===== src/rtl/scq_pkg.sv =====
// ----------------------------------------------------------------------------
// scq_pkg
// shared types and constants for the step collision qualifier
// ----------------------------------------------------------------------------
`default_nettype none

package scq_pkg;

  localparam int unsigned TorqueW   = 16;
  localparam int unsigned TorqThrW  = 15;
  localparam int unsigned LengthW   = 16;
  localparam int unsigned TargetW   = 3;
  localparam int unsigned HitW      = 4;
  localparam int unsigned TicksW    = 16;
  localparam int unsigned CfgIdxW   = 3;
  localparam int unsigned CfgDataW  = 16;
  localparam int unsigned CoolOutW  = 16;

  typedef enum logic [CfgIdxW-1:0] {
    REG_TORQUE_THR = 3'd0,
    REG_LENGTH_THR = 3'd1,
    REG_HIT_TARGET = 3'd2,
    REG_COOLDOWN   = 3'd3,
    REG_ARM_DELAY  = 3'd4
  } scq_reg_e;

  localparam logic [TorqThrW-1:0] TorqueThrRst = 15'd1536;
  localparam logic [LengthW-1:0]  LengthThrRst = 16'd3000;
  localparam logic [TargetW-1:0]  HitTargetRst = 3'd2;
  localparam logic [TicksW-1:0]   CooldownRst  = 16'd1000;
  localparam logic [TicksW-1:0]   ArmDelayRst  = 16'd250;

  typedef struct packed {
    logic [TorqThrW-1:0] torque_threshold;
    logic [LengthW-1:0]  length_threshold;
    logic [TargetW-1:0]  hit_target;
    logic [TicksW-1:0]   cooldown_ticks;
    logic [TicksW-1:0]   arm_delay_ticks;
  } scq_cfg_t;

  typedef struct packed {
    logic                      long_leg_selected;
    logic signed [TorqueW-1:0] left_torque;
    logic signed [TorqueW-1:0] right_torque;
    logic [LengthW-1:0]        left_length;
    logic [LengthW-1:0]        right_length;
    logic                      started;
    logic                      climbing;
  } scq_item_t;

  typedef struct packed {
    logic                climb_trigger;
    logic [HitW-1:0]     hit_level;
    logic [CoolOutW-1:0] cooldown_left;
  } scq_result_t;

endpackage

`default_nettype wire


===== src/rtl/step_collision_qualifier_top.sv =====
// ----------------------------------------------------------------------------
// step_collision_qualifier_top
// stair-bump qualifier: an input transaction is held in the input register, its result in the result register
// throughput one transaction per cycle while out_stall_i does not hold the output; the detector state
// update sits between the input register and the result register
// reset clears all detector state and loads the register defaults
// ----------------------------------------------------------------------------
`default_nettype none

module step_collision_qualifier_top #(
  parameter int unsigned TIMER_WIDTH = 16
) (
  input  wire logic                                clk_i,
  input  wire logic                                rst_ni,
  input  wire logic                                cfg_we_i,
  input  wire logic [scq_pkg::CfgIdxW-1:0]         cfg_idx_i,
  input  wire logic [scq_pkg::CfgDataW-1:0]        cfg_wdata_i,
  input  wire logic                                in_valid_i,
  output      logic                                in_stall_o,
  input  wire logic                                long_leg_selected_i,
  input  wire logic signed [scq_pkg::TorqueW-1:0]  left_torque_i,
  input  wire logic signed [scq_pkg::TorqueW-1:0]  right_torque_i,
  input  wire logic [scq_pkg::LengthW-1:0]         left_length_i,
  input  wire logic [scq_pkg::LengthW-1:0]         right_length_i,
  input  wire logic                                started_i,
  input  wire logic                                climbing_i,
  output      logic                                out_valid_o,
  input  wire logic                                out_stall_i,
  output      logic                                climb_trigger_o,
  output      logic [scq_pkg::HitW-1:0]            hit_level_o,
  output      logic [scq_pkg::CoolOutW-1:0]        cooldown_left_o
);
  import scq_pkg::*;

  scq_cfg_t    cfg;
  scq_item_t   item_q;
  scq_result_t result, result_q;
  logic        in_valid_q, out_valid_q;
  logic        out_ready, step, in_fire;

  scq_cfg_regs u_cfg (
    .clk_i       (clk_i),
    .rst_ni      (rst_ni),
    .cfg_we_i    (cfg_we_i),
    .cfg_idx_i   (cfg_idx_i),
    .cfg_wdata_i (cfg_wdata_i),
    .cfg_o       (cfg)
  );

  assign out_ready  = !out_valid_q || !out_stall_i;
  assign step       = in_valid_q && out_ready;
  assign in_stall_o = in_valid_q && !out_ready;
  assign in_fire    = in_valid_i && !in_stall_o;

  // input register
  always_ff @(posedge clk_i or negedge rst_ni) begin
    if (!rst_ni) begin
      in_valid_q <= 1'b0;
    end else if (!in_stall_o) begin
      in_valid_q <= in_valid_i;
    end
  end

  always_ff @(posedge clk_i) begin
    if (in_fire) begin
      item_q.long_leg_selected <= long_leg_selected_i;
      item_q.left_torque       <= left_torque_i;
      item_q.right_torque      <= right_torque_i;
      item_q.left_length       <= left_length_i;
      item_q.right_length      <= right_length_i;
      item_q.started           <= started_i;
      item_q.climbing          <= climbing_i;
    end
  end

  scq_core #(
    .TIMER_WIDTH (TIMER_WIDTH)
  ) u_core (
    .clk_i    (clk_i),
    .rst_ni   (rst_ni),
    .step_i   (step),
    .item_i   (item_q),
    .cfg_i    (cfg),
    .result_o (result)
  );

  // result register
  always_ff @(posedge clk_i or negedge rst_ni) begin
    if (!rst_ni) begin
      out_valid_q <= 1'b0;
    end else if (out_ready) begin
      out_valid_q <= in_valid_q;
    end
  end

  always_ff @(posedge clk_i) begin
    if (step) begin
      result_q <= result;
    end
  end

  assign out_valid_o     = out_valid_q;
  assign climb_trigger_o = result_q.climb_trigger;
  assign hit_level_o     = result_q.hit_level;
  assign cooldown_left_o = result_q.cooldown_left;

endmodule

`default_nettype wire


===== src/rtl/scq_cfg_regs.sv =====
// ----------------------------------------------------------------------------
// scq_cfg_regs
// configuration register file, write only
// ----------------------------------------------------------------------------
`default_nettype none

module scq_cfg_regs (
  input  wire logic                           clk_i,
  input  wire logic                           rst_ni,
  input  wire logic                           cfg_we_i,
  input  wire logic [scq_pkg::CfgIdxW-1:0]    cfg_idx_i,
  input  wire logic [scq_pkg::CfgDataW-1:0]   cfg_wdata_i,
  output scq_pkg::scq_cfg_t                   cfg_o
);
  import scq_pkg::*;

  scq_cfg_t cfg_q;

  always_ff @(posedge clk_i or negedge rst_ni) begin
    if (!rst_ni) begin
      cfg_q.torque_threshold <= TorqueThrRst;
      cfg_q.length_threshold <= LengthThrRst;
      cfg_q.hit_target       <= HitTargetRst;
      cfg_q.cooldown_ticks   <= CooldownRst;
      cfg_q.arm_delay_ticks  <= ArmDelayRst;
    end else if (cfg_we_i) begin
      case (cfg_idx_i)
        REG_TORQUE_THR: cfg_q.torque_threshold <= cfg_wdata_i[TorqThrW-1:0];
        REG_LENGTH_THR: cfg_q.length_threshold <= cfg_wdata_i[LengthW-1:0];
        REG_HIT_TARGET: cfg_q.hit_target       <= cfg_wdata_i[TargetW-1:0];
        REG_COOLDOWN:   cfg_q.cooldown_ticks   <= cfg_wdata_i[TicksW-1:0];
        REG_ARM_DELAY:  cfg_q.arm_delay_ticks  <= cfg_wdata_i[TicksW-1:0];
        default: ;
      endcase
    end
  end

  assign cfg_o = cfg_q;

endmodule

`default_nettype wire


===== src/rtl/scq_core.sv =====
// ----------------------------------------------------------------------------
// scq_core
// per-tick qualification logic and the detector state registers
// ----------------------------------------------------------------------------
`default_nettype none

module scq_core #(
  parameter int unsigned TIMER_WIDTH = 16
) (
  input  wire logic           clk_i,
  input  wire logic           rst_ni,
  input  wire logic           step_i,
  input  scq_pkg::scq_item_t  item_i,
  input  scq_pkg::scq_cfg_t   cfg_i,
  output scq_pkg::scq_result_t result_o
);
  import scq_pkg::*;

  localparam int unsigned MagW = TorqueW + 1;
  localparam int unsigned ExtW = TIMER_WIDTH + TicksW;

  logic                   prev_long_q, prev_long_d;
  logic [TIMER_WIDTH-1:0] arm_q, arm_d;
  logic [TIMER_WIDTH-1:0] cool_q, cool_d;
  logic [HitW-1:0]        hit_q, hit_d;

  logic [MagW-1:0]        left_mag, right_mag, thr_ext;
  logic [ExtW-1:0]        arm_ld_ext, cool_ld_ext, cool_out_ext;
  logic [TIMER_WIDTH-1:0] arm_ld, cool_ld, cool_dec;
  logic [HitW-1:0]        hit_limit, hit_tgt, hit_step;
  logic                   both_hit, qualified, trigger;

  // magnitude of q7.8 torque, most negative value maps to 32768
  assign left_mag  = item_i.left_torque[TorqueW-1]
                   ? ({1'b1, {TorqueW{1'b0}}} - {1'b0, item_i.left_torque})
                   : {1'b0, item_i.left_torque};
  assign right_mag = item_i.right_torque[TorqueW-1]
                   ? ({1'b1, {TorqueW{1'b0}}} - {1'b0, item_i.right_torque})
                   : {1'b0, item_i.right_torque};
  assign thr_ext   = {2'b00, cfg_i.torque_threshold};

  assign arm_ld_ext  = {{TIMER_WIDTH{1'b0}}, cfg_i.arm_delay_ticks};
  assign cool_ld_ext = {{TIMER_WIDTH{1'b0}}, cfg_i.cooldown_ticks};
  assign arm_ld      = arm_ld_ext[TIMER_WIDTH-1:0];
  assign cool_ld     = cool_ld_ext[TIMER_WIDTH-1:0];

  assign hit_limit = {cfg_i.hit_target, 1'b0};
  assign hit_tgt   = {1'b0, cfg_i.hit_target};

  always_comb begin
    prev_long_d = item_i.long_leg_selected;

    // arm delay
    arm_d = arm_q;
    if (item_i.long_leg_selected && !prev_long_q) begin
      arm_d = arm_ld;
    end
    if (!item_i.long_leg_selected) begin
      arm_d = '0;
    end else if (arm_d != '0) begin
      arm_d = arm_d - 1'b1;
    end

    cool_dec = (cool_q != '0) ? (cool_q - 1'b1) : cool_q;

    both_hit = (left_mag > thr_ext) && (right_mag > thr_ext) &&
               (item_i.left_length > cfg_i.length_threshold) &&
               (item_i.right_length > cfg_i.length_threshold);

    qualified = (cool_dec == '0) && (arm_d == '0) && both_hit &&
                item_i.long_leg_selected && item_i.started && !item_i.climbing;

    hit_step = hit_q;
    if (qualified) begin
      if (hit_q < hit_limit) begin
        hit_step = hit_q + 1'b1;
      end
    end else if (hit_q != '0) begin
      hit_step = hit_q - 1'b1;
    end

    trigger = (hit_step >= hit_tgt);
    hit_d   = trigger ? '0 : hit_step;
    cool_d  = trigger ? cool_ld : cool_dec;
  end

  always_ff @(posedge clk_i or negedge rst_ni) begin
    if (!rst_ni) begin
      prev_long_q <= 1'b0;
      arm_q       <= '0;
      cool_q      <= '0;
      hit_q       <= '0;
    end else if (step_i) begin
      prev_long_q <= prev_long_d;
      arm_q       <= arm_d;
      cool_q      <= cool_d;
      hit_q       <= hit_d;
    end
  end

  assign cool_out_ext = {{TicksW{1'b0}}, cool_d};

  assign result_o.climb_trigger = trigger;
  assign result_o.hit_level     = hit_d;
  assign result_o.cooldown_left = cool_out_ext[CoolOutW-1:0];

endmodule

`default_nettype wire


===== config.mk =====
export PLATFORM = sky130hd
export DESIGN_NAME = step_collision_qualifier_top
export DESIGN_NICKNAME = d
export VERILOG_FILES = /design/src/rtl/scq_pkg.sv /design/src/rtl/step_collision_qualifier_top.sv /design/src/rtl/scq_cfg_regs.sv /design/src/rtl/scq_core.sv
export SDC_FILE = /design/constraint.sdc
export NUM_CORES = 1
export LEC_CHECK = 0
export CAP_MARGIN = 20
export CORE_AREA = 2 2 183 149
export CTS_BUF_LIST = sky130_fd_sc_hd__clkbuf_2 sky130_fd_sc_hd__clkbuf_4 sky130_fd_sc_hd__clkbuf_8
export CTS_CLUSTER_DIAMETER = 30
export DETAILED_ROUTE_END_ITERATION = 12
export DIE_AREA = 0 0 185 151
export DONT_BUFFER_PORTS = 1
export PLACE_DENSITY_LB_ADDON = 0.3
export SLEW_MARGIN = 0
export SYNTH_ARGS = -nofsm -noshare
export SYNTH_HDL_FRONTEND = slang
export SYNTH_HIERARCHICAL = 1
export SYNTH_SLANG_ARGS = --single-unit

===== constraint.sdc =====
create_clock -name clk_i -period 6.69 [get_ports clk_i]
set_input_delay 1.338 -clock clk_i [delete_from_list [all_inputs] [get_ports clk_i]]
set_output_delay 1.338 -clock clk_i [all_outputs]
set_load 0.02 [all_outputs]

==> results.cfg, run 1 <==
[cells_and_area]
final_cell_mix = 88 x edfxtp_1, 85 x mux2_2, 83 x dfrtp_1
layout-drive-gt1-share_pct = 18.13
layout_commonest_cell = edfxtp_1
fill_cells = 2438
area.growth.synth_to_final_pct = 7.605
final_nets = 1133
fin_util_pct = 45.77
fin_area_mm2 = 0.01190
instances_no_fill = 1340

[logic_synthesis]
async_flop_share_pct = 54.40
yosysWarnings = 6
synth-edff-count = 88
synth_top_area_cell = edfxtp_1
synth_top_family_by_area = multiplexers
yosys.area_share.adder_pct = 8.261
synthSimpleGateAreaFrac_pct = 12.58
synth_top_area_share_pct = 23.90
synthMuxAreaShare_pct = 12.64
synth-compound-area-share_pct = 10.76
ys_top_cells_by_area = edfxtp_1 24%, dfrtp_1 19%, mux2_2 8.7%
synth-seq-cells = 193
ys.flop_type = edfxtp_1
syn-instance-count = 973
avgSynthCellArea_um2 = 11.36
syn_area_mm2 = 0.01106
ys_seq_area_share_pct = 47.91
synth.distinct_cells = 73
synth-xor-area-share_pct = 3.723
syn_nets = 1137

[setup_path]
worst-path-max-fanout = 46
path_class = reg -> reg
crit_family = simple AND/OR/NAND/NOR gates
crit_chain = nor4_4 > nand4b_1 > o31ai_1 > xnor2_1 > ha_1 > nand4_1 > a311oi_1 > nor3_1 > or4b_1 > nand4b_1 > a2111oi_2 > nor4b_4 > nor2_1 > a21oi_1 > xnor2_1 > ha_1 > nand2b_1 > a21o_1 > a21oi_1 > nand3_2 > buf_12 > nor3b_1 > a21oi_1
critPathMostFrequentCell = a21oi_1
r2r_setup_slack_ns = 0.45
arrival_ns = 6.46
startpoint_type = flop
endpoint_kind = flop
cp_num_cells = 23
max_stage_delay_ns = 0.63
rr_worst_depth = 23
critPathBufInv = 1
slowest_stage = or4b_1
required_ns = 6.91

[power_and_ir_drop]
p_comb_share_pct = 35.6
clockPowerShare_pct = 19.1
total_power_mw = 4.227
pwr-share-seq_pct = 45.3
switching_power_mw = 1.633
p_per_area_mw_per_mm2 = 355.3
p_int_mw = 2.594
ir_drop_uv = 222.9
sw_frac_of_total_pct = 38.63
leakage_nw = 4.777

[timing]
setup_viol = 0
finalCritPeriodShare_pct = 93.30
slew_headroom_pct = 34.29
fmax_ghz = 0.1602
final_hold_viol_count = 0
layout_min_cycle_time_ns = 6.242
worst_pin_slew_ns = 0.9837
setup_slack_ns = 0.4484
fin_setup_tns_ns = 0
whs_ns = 0.5113
worst_clock_skew_ns = 0.02756
final_max_slew_viol_count = 0
grt_setup_unrepaired = no

[grt]
antenna_found_initial = 1
grt_pass1_wl_um = 41790
grt_max_degree = 106
grt_use_met2_pct = 29.40
globalRouteMet1Util_pct = 27.89
grt_usage_pct = 19.83
busiest_layer = met2
met3_usage_pct = 5.434
grt_pass1_vias = 7347
gr-total-overflow = 0

[clock_tree]
cts_made_buffers = 17
clockRootBuffer = clkbuf_8
hold_buffers = 0
clkTransAtPathRegs_ns = 0.11
clockBufferDepth = 2
cts_tree = built
clk_latency_ns = 0.49
h-tree-depth = 4
cts.sinks = 193

[route]
drc = 0
routed_via_density = 5.652
drt-pass1-iter-count = 5
vias = 7574
post_drt_wl_per_cell_um = 20.04
antenna_left = 0
totalWireLength_um = 26850
first_iter_violations = 547

[worst_hold_path]
hold_path_depth = 1
worstHoldPathType = reg -> reg

[place]
finalWeightedCongestion = 0.9234
hpwl_um = 19760
place_ws_ns = 0.1281
place_area_mm2 = 0.01146
dp_cells = 1306
port_buffers = 0

[floorplan]
ios = 114
dieWidth_um = 185
initial_core_util_pct = 42.53
core_area_mm2 = 0.02599
rows = 53
die_area_mm2 = 0.02794
die_h_um = 151

[status]
status = complete, no violations

[flow_run]
cap_violations = 0
==> cells by family (layout without fill, tap and decap cells) <==
group,count (synthesis),count (layout)
buffers and inverters,103,112
XOR/XNOR,47,47
multiplexers,129,129
adder cells (fa/ha/maj),73,73
other,1,2
AO/OA/AOI/OAI,180,180
AND/OR/NAND/NOR,247,247
flip-flops,193,193
==> cell usage after synthesis (22+ instances only) <==
library cell / instances
dfstp_2: 22
edfxtp_1: 88
mux2i_1: 44
nand2_1: 61
nand4_1: 23
a21oi_1: 34
dfrtp_1: 83
ha_1: 73
nand3_1: 22
xnor2_1: 44
mux2_2: 85
inv_1: 67
o21ai_0: 48
nor2_1: 39
==> registers in the layout, indices dropped and copies added (netlist names), 4 cells and up <==
| name | count |
|---|---|
| u_core/arm_q | 16 |
| u_core/cool_q | 16 |
| item_q | 67 |
| u_core/hit_q | 4 |
| hit_level_o | 4 |
| cooldown_left_o | 16 |
| u_cfg/cfg_o | 66 |
==> worst register-to-register path, stage by stage (launching register included) <==
cell and delay [ns]:
edfxtp_1 0.47, nor4_4 0.41, nand4b_1 0.24, o31ai_1 0.29
xnor2_1 0.10, ha_1 0.29, nand4_1 0.15, a311oi_1 0.24
nor3_1 0.08, or4b_1 0.63, nand4b_1 0.25, a2111oi_2 0.36
nor4b_4 0.41, nor2_1 0.12, a21oi_1 0.16, xnor2_1 0.20
ha_1 0.28, nand2b_1 0.14, a21o_1 0.17, a21oi_1 0.22
nand3_2 0.20, buf_12 0.24, nor3b_1 0.28, a21oi_1 0.06
==> power by group through the flow <==
stage          sequential, mW  clock, mW  combinational [mW]
2_1_floorplan            1.81          0                1.24
3_3_place_gp             1.93          0                1.44
3_5_place_dp             1.93          0                1.48
4_1_cts                  1.91      0.829                1.49
5_1_grt                  1.95      0.874                1.67
6_report                 1.92      0.807                1.50
==> final timing paths <==
check | end | startpoint
setup / recovery | cooldown_left_o[11] | item_q[54]
hold / removal | out_valid_o | in_valid_q
setup reg to reg | cooldown_left_o[11] | item_q[54]
hold reg to reg | out_valid_o | in_valid_q
max in group asynchronous | u_cfg/cfg_o[61] | rst_ni
min in group asynchronous | u_core/hit_q[1] | rst_ni
==> metal layers <==
| metal | vias to the layer above | share of wire, % |
|---|---|---|
| li1 | 3615 | - |
| met1 | 3684 | 47 |
| met2 | 228 | 44 |
| met3 | 45 | 6.7 |
| met4 | 2 | 2.4 |
| met5 | - | 0.045 |
==> cell type report <==
class	count	area, um2	area share [%]
diodes	1	2.502	0.02103
clock buffers	18	241.5	2.030
clock inverters	14	168.9	1.420
inverters	67	251.5	2.114
multi-input cells	677	5371	45.15
flip-flops and latches	193	5298	44.53
well taps	357	446.7	3.754
repair buffers	13	117.6	0.9885
==> what timing repair did <==
action,in CTS,in global routing
setup buffers,0,1
endpoints found under the setup margin,0,36
gates resized for setup,0,4
Power figures use the tool's default switching activity.
==> inputs of run 2 (changes only) <==
--- a/config.mk
+++ b/config.mk
@@ -12,6 +12,7 @@
 export DETAILED_ROUTE_END_ITERATION = 12
 export DIE_AREA = 0 0 185 151
 export DONT_BUFFER_PORTS = 1
+export MAX_ROUTING_LAYER = met4
 export PLACE_DENSITY_LB_ADDON = 0.3
 export SLEW_MARGIN = 0
 export SYNTH_ARGS = -nofsm -noshare
==> run 2 against run 1 <==
Critical path depth shrank 2. Clock power shrank 6.4%. Maximum frequency shrank 0.42%. Non-clock buffer count is the same. Hold slack gained 0.0024 ns. Highest routed layer is now met4. Sequential power is essentially flat. Combinational power is essentially flat. Cell count is the same. Utilization shrank 0.15 points.
==> results.cfg, run 2 (synthesis gave the netlist of run 1 again) <==
[timing]
worst_clock_skew_ns = 0.02224
finalCritPeriodShare_pct = 93.69
fmax_ghz = 0.1595
fin_setup_tns_ns = 0
layout_min_cycle_time_ns = 6.268
final_max_slew_viol_count = 0
grt_setup_unrepaired = no
slew_headroom_pct = 49.20
setup_viol = 0
worst_pin_slew_ns = 0.7620
final_hold_viol_count = 0

[cells_and_area]
final_nets = 1133
largest-register = item_q
layout-drive-gt1-share_pct = 17.92
final_cell_mix = 88 x edfxtp_1, 85 x mux2_2, 83 x dfrtp_1
layout_commonest_cell = edfxtp_1
fin_util_pct = 45.62
area.growth.synth_to_final_pct = 7.242
instances_no_fill = 1340
largest_reg_flops = 67

[grt]
antenna_found_initial = 0
grt_pass1_vias = 7276
grt_max_degree = 106
gr-total-overflow = 0
grt_usage_pct = 20.18
grt_pass1_wl_um = 41410

[clock_tree]
clockRootBuffer = clkbuf_8
cts_tree = built
cts.sinks = 193
clockBufferDepth = 2
h-tree-depth = 4
clk_latency_ns = 0.48
cts_made_buffers = 17
clkTransAtPathRegs_ns = 0.11

[floorplan]
ios = 114
die_area_mm2 = 0.02794
core_area_mm2 = 0.02599
die_h_um = 151
rows = 53
initial_core_util_pct = 42.53
dieWidth_um = 185

[place]
finalWeightedCongestion = 0.9170
hpwl_um = 19770
dp_cells = 1306
port_buffers = 0

[route]
post_drt_wl_per_cell_um = 19.84
vias = 7592
antenna_left = 0
drt-pass1-iter-count = 5
routed_via_density = 5.666
totalWireLength_um = 26580
first_iter_violations = 558
drc = 0

[setup_path]
r2r_setup_slack_ns = 0.42
max_stage_delay_ns = 0.64
path_class = reg -> reg
crit_family = simple AND/OR/NAND/NOR gates
startpoint_type = flop
required_ns = 7.06
rr_worst_depth = 21
regToRegStartpoint = item_q[54]
critPathBufInv = 2
crit_chain = nor4_2 > nand4b_1 > o31ai_1 > xnor2_1 > ha_1 > nand4_1 > a311oi_1 > nor3_1 > or4b_1 > nand4b_1 > a2111oi_1 > nor4b_4 > buf_4 > mux2_2 > mux2_2 > ha_1 > a21oi_1 > nand3_2 > buf_12 > mux2i_1 > mux2_2
endpoint_kind = flop
worst-path-max-fanout = 50
arrival_ns = 6.63
critPathMostFrequentCell = mux2_2
worstReg2RegEnd = u_core/cool_q[12]
slowest_stage = or4b_1

[power_and_ir_drop]
ir_drop_uv = 201.1
leakage_nw = 4.758
p_per_area_mw_per_mm2 = 351.2

[worst_hold_path]
hp-start = in_valid_q
worstHoldPathType = reg -> reg
hold_end = out_valid_o
hold_path_depth = 1

[flow_run]
cap_violations = 0

[status]
status = complete, no violations
==> run 2: changes by cell type in the layout (fill, tap and decap cells not counted), sizes merged <==
| cell | change |
|---|---|
| clkinv | +2 |
| bufinv | -1 |
| clkbuf | -1 |
| clkinvlp | +1 |
| inv | -1 |
==> run 2: stage by stage <==
stage                     cell area (um2)  setup slack (ns)  power, mW  hold slack, ns
after floorplan                     11060             1.205      3.052          0.4667
after global placement              11440            0.3701      3.382          0.4897
after detailed placement            11460            0.2528      3.419          0.4939
after CTS                           11840            0.2073      4.183          0.5192
after global routing                11860           0.06830      4.445          0.5132
final                               11860            0.4223      4.165          0.5137
==> run 2: area by class of cell <==
cell class              count  area [um2]
multi-input cells         677        5358
well taps                 357       446.7
diodes                      1       2.502
inverters                  67       251.5
repair buffers             13       117.6
clock buffers              17       234.0
fillers                  2426       14140
flip-flops and latches    193        5298
clock inverters            15       150.1
==> run 2: per-layer routing <==
layer | track usage, % | wire (um) | vias up
li1 | - | - | 3621
met1 | 28.12 | 12480 | 3723
met2 | 29.74 | 11700 | 222
met3 | 4.953 | 1975 | 26
met4 | 4.762 | 424 | 0
met5 | - | 0 | -
==> run 2: how the worst max path moves through the flow <==
stage | slack, ns | end | cells after the start | from
after global placement | 0.37 | u_core/cool_q[12] | 23 | item_q[54]
after detailed placement | 0.25 | u_core/cool_q[12] | 23 | item_q[54]
after global routing | 0.07 | u_core/hit_q[1] | 23 | item_q[54]
after floorplan | 1.20 | cooldown_left_o[2] | 25 | item_q[66]
after CTS | 0.21 | u_core/cool_q[12] | 23 | item_q[54]
final | 0.42 | u_core/cool_q[12] | 21 | item_q[54]
==> run 2: power by group <==
group / internal, mW / switching [mW]
Sequential: 1.57 / 0.338
Clock: 0.306 / 0.449
Combinational: 0.672 / 0.825
==> run 2: what timing repair did <==
action | in CTS | in global routing
endpoints found under the setup margin | 0 | 36
hold buffers | 0 | 0
gates resized for setup | 0 | 2
setup buffers | 0 | 1
hold endpoints to repair | 0 | 0
==> inputs of run 3 (changes only) <==
--- a/config.mk
+++ b/config.mk
@@ -6,11 +6,11 @@
 export NUM_CORES = 1
 export LEC_CHECK = 0
 export CAP_MARGIN = 20
-export CORE_AREA = 2 2 183 149
+export CORE_AREA = 2 2 230 119
 export CTS_BUF_LIST = sky130_fd_sc_hd__clkbuf_2 sky130_fd_sc_hd__clkbuf_4 sky130_fd_sc_hd__clkbuf_8
 export CTS_CLUSTER_DIAMETER = 30
 export DETAILED_ROUTE_END_ITERATION = 12
-export DIE_AREA = 0 0 185 151
+export DIE_AREA = 0 0 232 121
 export DONT_BUFFER_PORTS = 1
 export MAX_ROUTING_LAYER = met4
 export PLACE_DENSITY_LB_ADDON = 0.3
==> run 3 against run 2 <==
Worst setup slack gained 0.0027 ns. Clock power grew 0.8%. Design area grew 0.14%. Combinational power up 3%. Critical endpoint is now u_core/cool_q[8]. Highest routed layer unchanged.
==> results.cfg, run 3 (synthesis gave the netlist of run 1 again) <==
[setup_path]
required_ns = 7.10
worstReg2RegEnd = u_core/cool_q[8]
path_class = reg -> reg
worst-path-max-fanout = 50
regToRegStartpoint = item_q[54]
endpoint_kind = flop
critPathLaunch = item_q[54]
crit_family = simple AND/OR/NAND/NOR gates
critPathBufInv = 3
r2r_setup_slack_ns = 0.43
arrival_ns = 6.67
startpoint_type = flop
max_stage_delay_ns = 0.58
rr_worst_depth = 25
slowest_stage = or4b_1

[cells_and_area]
final_nets = 1138
largest-register = item_q
diodes = 0
fill_cells = 2427
regArea_mm2 = 0.005298
layout_commonest_cell = edfxtp_1
largest_reg_flops = 67
area.growth.synth_to_final_pct = 7.389
layout-drive-gt1-share_pct = 18.74
multi_input_area_mm2 = 0.005364
fin_area_mm2 = 0.01187
final_cell_mix = 88 x edfxtp_1, 85 x mux2_2, 83 x dfrtp_1

[route]
drt-pass1-iter-count = 5
routed_via_density = 5.795
dr_wl_met3_um = 3084
maxUsedRoutingLayer = met4
post_drt_wl_per_cell_um = 22.22
dr_wl_met2_um = 10990
totalWireLength_um = 29750
antenna_left = 0
met1_length_um = 15360
drc = 0
first_iter_violations = 820
vias = 7759

[grt]
grt_pass1_wl_um = 44810
grt_usage_pct = 22.40
antenna_found_initial = 1
grt_pass1_vias = 7075
grt_max_degree = 106
gr-total-overflow = 0

[power_and_ir_drop]
total_power_mw = 4.250
pwr-share-seq_pct = 45.7
leakage_nw = 4.793
sw_frac_of_total_pct = 40.20
clockPowerShare_pct = 17.9
p_int_mw = 2.541
p_per_area_mw_per_mm2 = 357.9
ir_drop_uv = 236.5
switching_power_mw = 1.708
p_comb_share_pct = 36.4

[floorplan]
rows = 42
ios = 114
core_area_mm2 = 0.02601
dieWidth_um = 232
initial_core_util_pct = 42.51
die_area_mm2 = 0.02807
die_h_um = 121

[flow_run]
cap_violations = 0

[clock_tree]
clockBufferDepth = 2
clkTransAtPathRegs_ns = 0.11
post_cts_buffers = 0
cts_made_buffers = 17
cts_tree = built
cts.sinks = 193
clockRootBuffer = clkbuf_8
clk_latency_ns = 0.51
hold_buffers = 0
h-tree-depth = 4

[place]
place_area_mm2 = 0.01148
port_buffers = 0
finalWeightedCongestion = 1.002
hpwl_um = 22410

[timing]
worst_pin_slew_ns = 1.017
finalCritPeriodShare_pct = 93.65
final_max_slew_viol_count = 0
fmax_ghz = 0.1596
fin_setup_tns_ns = 0
worst_clock_skew_ns = 0.01572
layout_min_cycle_time_ns = 6.265
setup_viol = 0
final_hold_viol_count = 0
grt_setup_unrepaired = no
slew_headroom_pct = 31.91

[status]
status = complete, no violations

[worst_hold_path]
worstHoldPathType = in -> async
-- run 3: cell types whose count changed in the layout (fill, tap and decap cells not counted), sizes merged --
| cell | change |
|---|---|
| buf | +5 |
| bufinv | -1 |
| clkbuf | +2 |
| clkinv | -3 |
| clkinvlp | -2 |
| diode | -1 |
| inv | +4 |
-- run 3: metrics by stage --
| step | setup slack (ns) | std cells | hold slack, ns | util, % |
|---|---|---|---|---|
| 2_1_floorplan | 1.205 | 973 | 0.4667 | - |
| 3_3_place_gp | 0.5801 | 1306 | 0.4881 | 44.14 |
| 3_5_place_dp | 0.2647 | 1306 | 0.4962 | 44.14 |
| 4_1_cts | 0.2589 | 1338 | 0.4782 | 45.56 |
| 5_1_grt | 0.05254 | 1339 | 0.4677 | 45.65 |
| 6_report | 0.4250 | 1339 | 0.5181 | 45.65 |
-- run 3: worst max-delay path by stage --
stage                    endpoint  cells past startpoint
2_1_floorplan  cooldown_left_o[2]                     25
3_3_place_gp    u_core/cool_q[12]                     25
3_5_place_dp    u_core/cool_q[12]                     25
4_1_cts         u_core/cool_q[14]                     25
5_1_grt           u_core/hit_q[1]                     25
6_report         u_core/cool_q[8]                     25
-- run 3: layout make-up --
cell class / count / share of cell area [%]
clock inverter: 13 / 0.9589
multi-input combinational: 677 / 45.17
sequential: 193 / 44.62
clock buffer: 19 / 2.150
inverter: 67 / 2.118
timing repair buffer: 18 / 1.275
tap: 352 / 3.709
-- run 3: power groups by stage --
stage	registers (mW)	logic, mW	clock network, mW
detailed placement	1.96	1.51	0
CTS	1.93	1.52	0.785
global route	1.97	1.71	0.833
finish	1.94	1.55	0.761
global placement	1.95	1.48	0
floorplan	1.81	1.24	0
-- run 3: layer usage --
| metal | GRT usage [%] | up-vias |
|---|---|---|
| met2 | 26.10 | 328 |
| met3 | 7.119 | 19 |
| met1 | 35.98 | 3791 |
| met4 | 4.487 | 0 |
| met5 | - | - |
| li1 | - | 3621 |
-- run 3: timing repair --
action / in CTS / in global routing
resized for setup: 0 / 3
setup endpoints to repair: 0 / 35
endpoints found under the hold margin: 0 / 0
